`config.mk`:
```
export PLATFORM = sky130hd
export DESIGN_NAME = pvm_ram
export DESIGN_NICKNAME = d
export VERILOG_FILES = /design/src/rtl/pcm_voice_mixer_macros.svh /design/src/rtl/pvm_ram.sv
export SDC_FILE = /design/constraint.sdc
export NUM_CORES = 2
export LEC_CHECK = 0
export BUFFER_PORTS_ARGS = -buffer_cell sky130_fd_sc_hd__buf_2
export CORE_MARGIN = 4
export CORE_UTILIZATION = 45
export DETAILED_ROUTE_END_ITERATION = 12
export PLACE_DENSITY = 0.59
export SKIP_CTS_REPAIR_TIMING = 1
export SLEW_MARGIN = 20
export SYNTH_ARGS = -nofsm -noshare
export SYNTH_HDL_FRONTEND = slang
export SYNTH_SLANG_ARGS = --single-unit
```
`constraint.sdc`:
```
create_clock -name i_clk -period 2.1 [get_ports i_clk]
set_input_delay 0 -clock i_clk [delete_from_list [all_inputs] [get_ports i_clk]]
set_output_delay 0 -clock i_clk [all_outputs]
set_load 0.02 [all_outputs]
```
`src/rtl/pcm_voice_mixer_macros.svh`:
```
// Assertion macros for the voice mixer RTL.
// Depends on nothing; included by files that check their own logic.
`ifndef PCM_VOICE_MIXER_MACROS_SVH
`define PCM_VOICE_MIXER_MACROS_SVH

// Check that the consequent holds in the same cycle as the antecedent.
`define PVM_ASSERT_NOW(label, clk, rst_n, ante, cons, msg) \
    label: assert property (@(posedge clk) disable iff (!(rst_n)) (ante) |-> (cons)) \
        else $error(msg);

// Check that the consequent holds in the cycle after the antecedent.
`define PVM_ASSERT_NEXT(label, clk, rst_n, ante, cons, msg) \
    label: assert property (@(posedge clk) disable iff (!(rst_n)) (ante) |=> (cons)) \
        else $error(msg);

`endif

```
`src/rtl/pvm_ram.sv`:
```
// Generic single-write, single-read RAM with registered read data.
// Depends on nothing; used for the sample memory.
module pvm_ram #(
    parameter int WIDTH = 8,
    parameter int DEPTH = 256
) (
    input  logic                     i_clk,
    input  logic                     i_we,
    input  logic [$clog2(DEPTH)-1:0] i_waddr,
    input  logic [WIDTH-1:0]         i_wdata,
    input  logic [$clog2(DEPTH)-1:0] i_raddr,
    output logic [WIDTH-1:0]         o_rdata
);
    logic [WIDTH-1:0] r_mem [DEPTH];
    logic [WIDTH-1:0] r_rdata;

    always_ff @(posedge i_clk) begin
        if (i_we) begin
            r_mem[i_waddr] <= i_wdata;
        end
        r_rdata <= r_mem[i_raddr];
    end

    assign o_rdata = r_rdata;
endmodule
```
==> results.py <==
metrics = {
    "power_and_ir_drop": {
        "pwr-share-clk_pct": 41.2,
        "p_switching_uw": 18200,
        "switching_share_pct": 21.2,
        "vdd_ir_drop_max_uv": 1020,
        "p_per_area_nw_per_um2": 901,
        "internal-power_uw": 67600,
        "pwr-share-seq_pct": 52.9,
        "p_leak_uw": 0.0309,
        "combPwrFrac_pct": 5.9,
    },
    "detailed_routing": {
        "drtPass1Iterations": 5,
        "vias_per_cell": 5.85,
        "ant_nets": 0,
        "routed_wl_mm": 207,
        "wl_per_cell_um": 29.6,
        "drtIter0Drc": 4801,
        "drc": 0,
        "dr_total_vias": 40966,
    },
    "yosys": {
        "synth_cells": 3733,
        "synthesis.area_um2": 79600,
        "syn_area_per_cell_um2": 21.3,
        "synth_common_cells": "edfxtp_1 (2048), mux4_2 (454), nor2_1 (282)",
        "syn_nets": 3759,
        "ys_warn_count": 0,
        "synth_area_leaders": "edfxtp_1 (77%), mux4_2 (13%), mux2i_1 (1.7%)",
        "synth_cell_types": 55,
        "synth_area_leader_cell": "edfxtp_1",
        "synth-main-ff-cell": "edfxtp_1",
        "synth_edf_count": 2048,
        "yosysTopAreaCellShare_pct": 77.3,
        "async_flop_share_pct": 0,
        "yosys_register_bits": 2056,
        "yosysMostFrequentCell": "edfxtp_1",
        "yosysSeqAreaShare_pct": 77.5,
    },
    "sta": {
        "hold_viol_final": 0,
        "fin_skew_ps": 25.8,
        "rsz0062_at_grt": "yes",
        "setup_slack_ps": -381,
        "worstMarginPinSlew_ps": 863,
        "relSlewSlack_pct": 42.0,
        "period_minus_slack_ps": 2480,
        "post-route-period-util_pct": 118,
        "setup_viol": 5,
        "clock.fmax_mhz": 403,
        "slew_viol_final": 0,
    },
    "setup_path": {
        "worst_ep_required_time_ps": 2800,
        "r2r_setup_slack_ps": -380,
        "crit_arrival_ps": 3180,
        "path_class": "flop to flop",
        "endpoint_kind": "flop",
        "worst_setup_path_start_kind": "flop",
        "crit_fanout": 1,
    },
    "placed_design": {
        "gp_congestion": 0.865,
        "hpwl_mm": 138,
        "portBuffers": 33,
        "placed_area_um2": 88000,
        "place.detailed.instances": 6614,
    },
    "finish": {
        "final-seq-area_um2": 61700,
        "multiInputGateArea_um2": 17000,
        "area_growth_pct": 19.6,
        "final_core_util_pct": 54.1,
        "drive_gt1_share_pct": 34.2,
        "fillers": 13451,
        "stdcell_count": 7002,
        "fin_area_um2": 95100,
        "nNetsFinal": 4522,
    },
    "floorplanning": {
        "die_y_um": 428,
        "die_w_um": 428,
        "core_um2": 176000,
        "ios": 34,
        "die_area_um2": 184000,
        "rows": 154,
        "start_util_pct": 45.2,
    },
    "clocking": {
        "cts.path.max_buffers": 3,
        "worstSkewPairLatency_ps": 820,
        "cts_buffers": 206,
        "clock-sinks": 2056,
        "cts.root.buffer_cell": "clkbuf_16",
        "cts_tree": "done",
        "clk_pin_slew_ps": 60,
        "htree_levels": 4,
    },
    "global_route": {
        "grt_start_max_net_pins": 97,
        "overflow": 0,
        "grt_pass1_wl_mm": 300,
        "antenna_found_initial": 11,
        "track_usage_pct": 22.5,
        "first_global_vias": 41160,
    },
    "status": {
        "violations": "setup timing",
        "status": "finished with violations",
    },
    "worst_hold_path": {
        "hold_path.class": "primary input to flop",
    },
    "job": {
        "drv_cap": 0,
    },
}
power groups by stage:
stage                     clock network (uW)  logic (uW)  registers, uW
after CTS                              36100        4930          45300
after floorplan                            0        2200          46200
after detailed placement                   0        4920          46200
after global placement                     0        4880          46200
after global routing                   37900        5330          45300
final                                  35400        5060          45300
worst max-delay path, stage by stage (launching register included):
cell and delay [ps]:
edfxtp_1 360, mux4_2 480, a22o_1 260, a221oi_1 390, buf_4 260, o32ai_1 160
nor3_2 350, nor4_2 90
metal layers:
layer / routed length [um] / vias to the layer above / global-route usage [%]
met5: 8 / - / 0
met4: 4860 / 2 / 5.86
met3: 16400 / 268 / 4.15
met2: 99300 / 1660 / 35.2
met1: 86500 / 21812 / 32.9
li1: - / 17224 / -
kinds of logic after synthesis:
family / synth area share, %
DFF: 77.5
muxes: 14.6
and+or+nand+nor: 2.63
AOI/OAI and AO/OA: 3.42
buffers and inverters: 1.83
metrics by stage:
stage	power [uW]	setup TNS [ps]	hold slack, ps	worst slack, ps
floorplan	48400	0	98.9	162
global placement	51100	-6740	328	-1180
detailed placement	51100	-6560	338	-1180
CTS	86300	-3720	-558	-887
global route	88500	-1220	2.26	-388
finish	85700	-905	40.3	-381
final timing paths:
check	start	end	cells past startpoint
max	r_mem[211][5]	o_rdata[5]	7
min	i_waddr[3]	r_mem[175][0]	5
max reg2reg	r_mem[211][5]	o_rdata[5]	7
min reg2reg	r_mem[54][5]	o_rdata[5]	6
placed cells by master, fill, tap and decap left out, types with 11 or more instances in the layout:
master,Yosys,final
clkbuf_16,0,209
clkinv_2,0,33
a22oi_1,133,127
nor4_2,3,16
buf_4,27,651
edfxtp_1,2048,2048
a21oi_1,96,91
a221oi_1,13,11
nand3_1,34,24
mux4_2,454,455
mux2i_1,134,134
bufinv_16,0,16
buf_12,8,83
nor2b_1,31,23
clkbuf_1,111,46
clkinv_1,1,49
buf_2,31,21
nand2_1,33,33
o22ai_1,28,28
nor2_1,282,275
o221ai_1,46,45
dlygate4sd3_1,0,19
area by class of cell:
| cell class | instances | share of cell area, % |
|---|---|---|
| clock buffer | 258 | 5.72 |
| clock inverter | 112 | 1.09 |
| tap | 2340 | 3.08 |
| sequential | 2056 | 64.8 |
| timing repair buffer | 788 | 7.40 |
| antenna | 4 | 0.0105 |
| multi-input combinational | 1442 | 17.9 |
| inverter | 2 | 0.00789 |
sequential cells by signal (all words and copies together), names as in the netlist:
signal and count:
o_rdata 8, r_mem 2048
No activity file was read; power rests on OpenSTA's default activity.
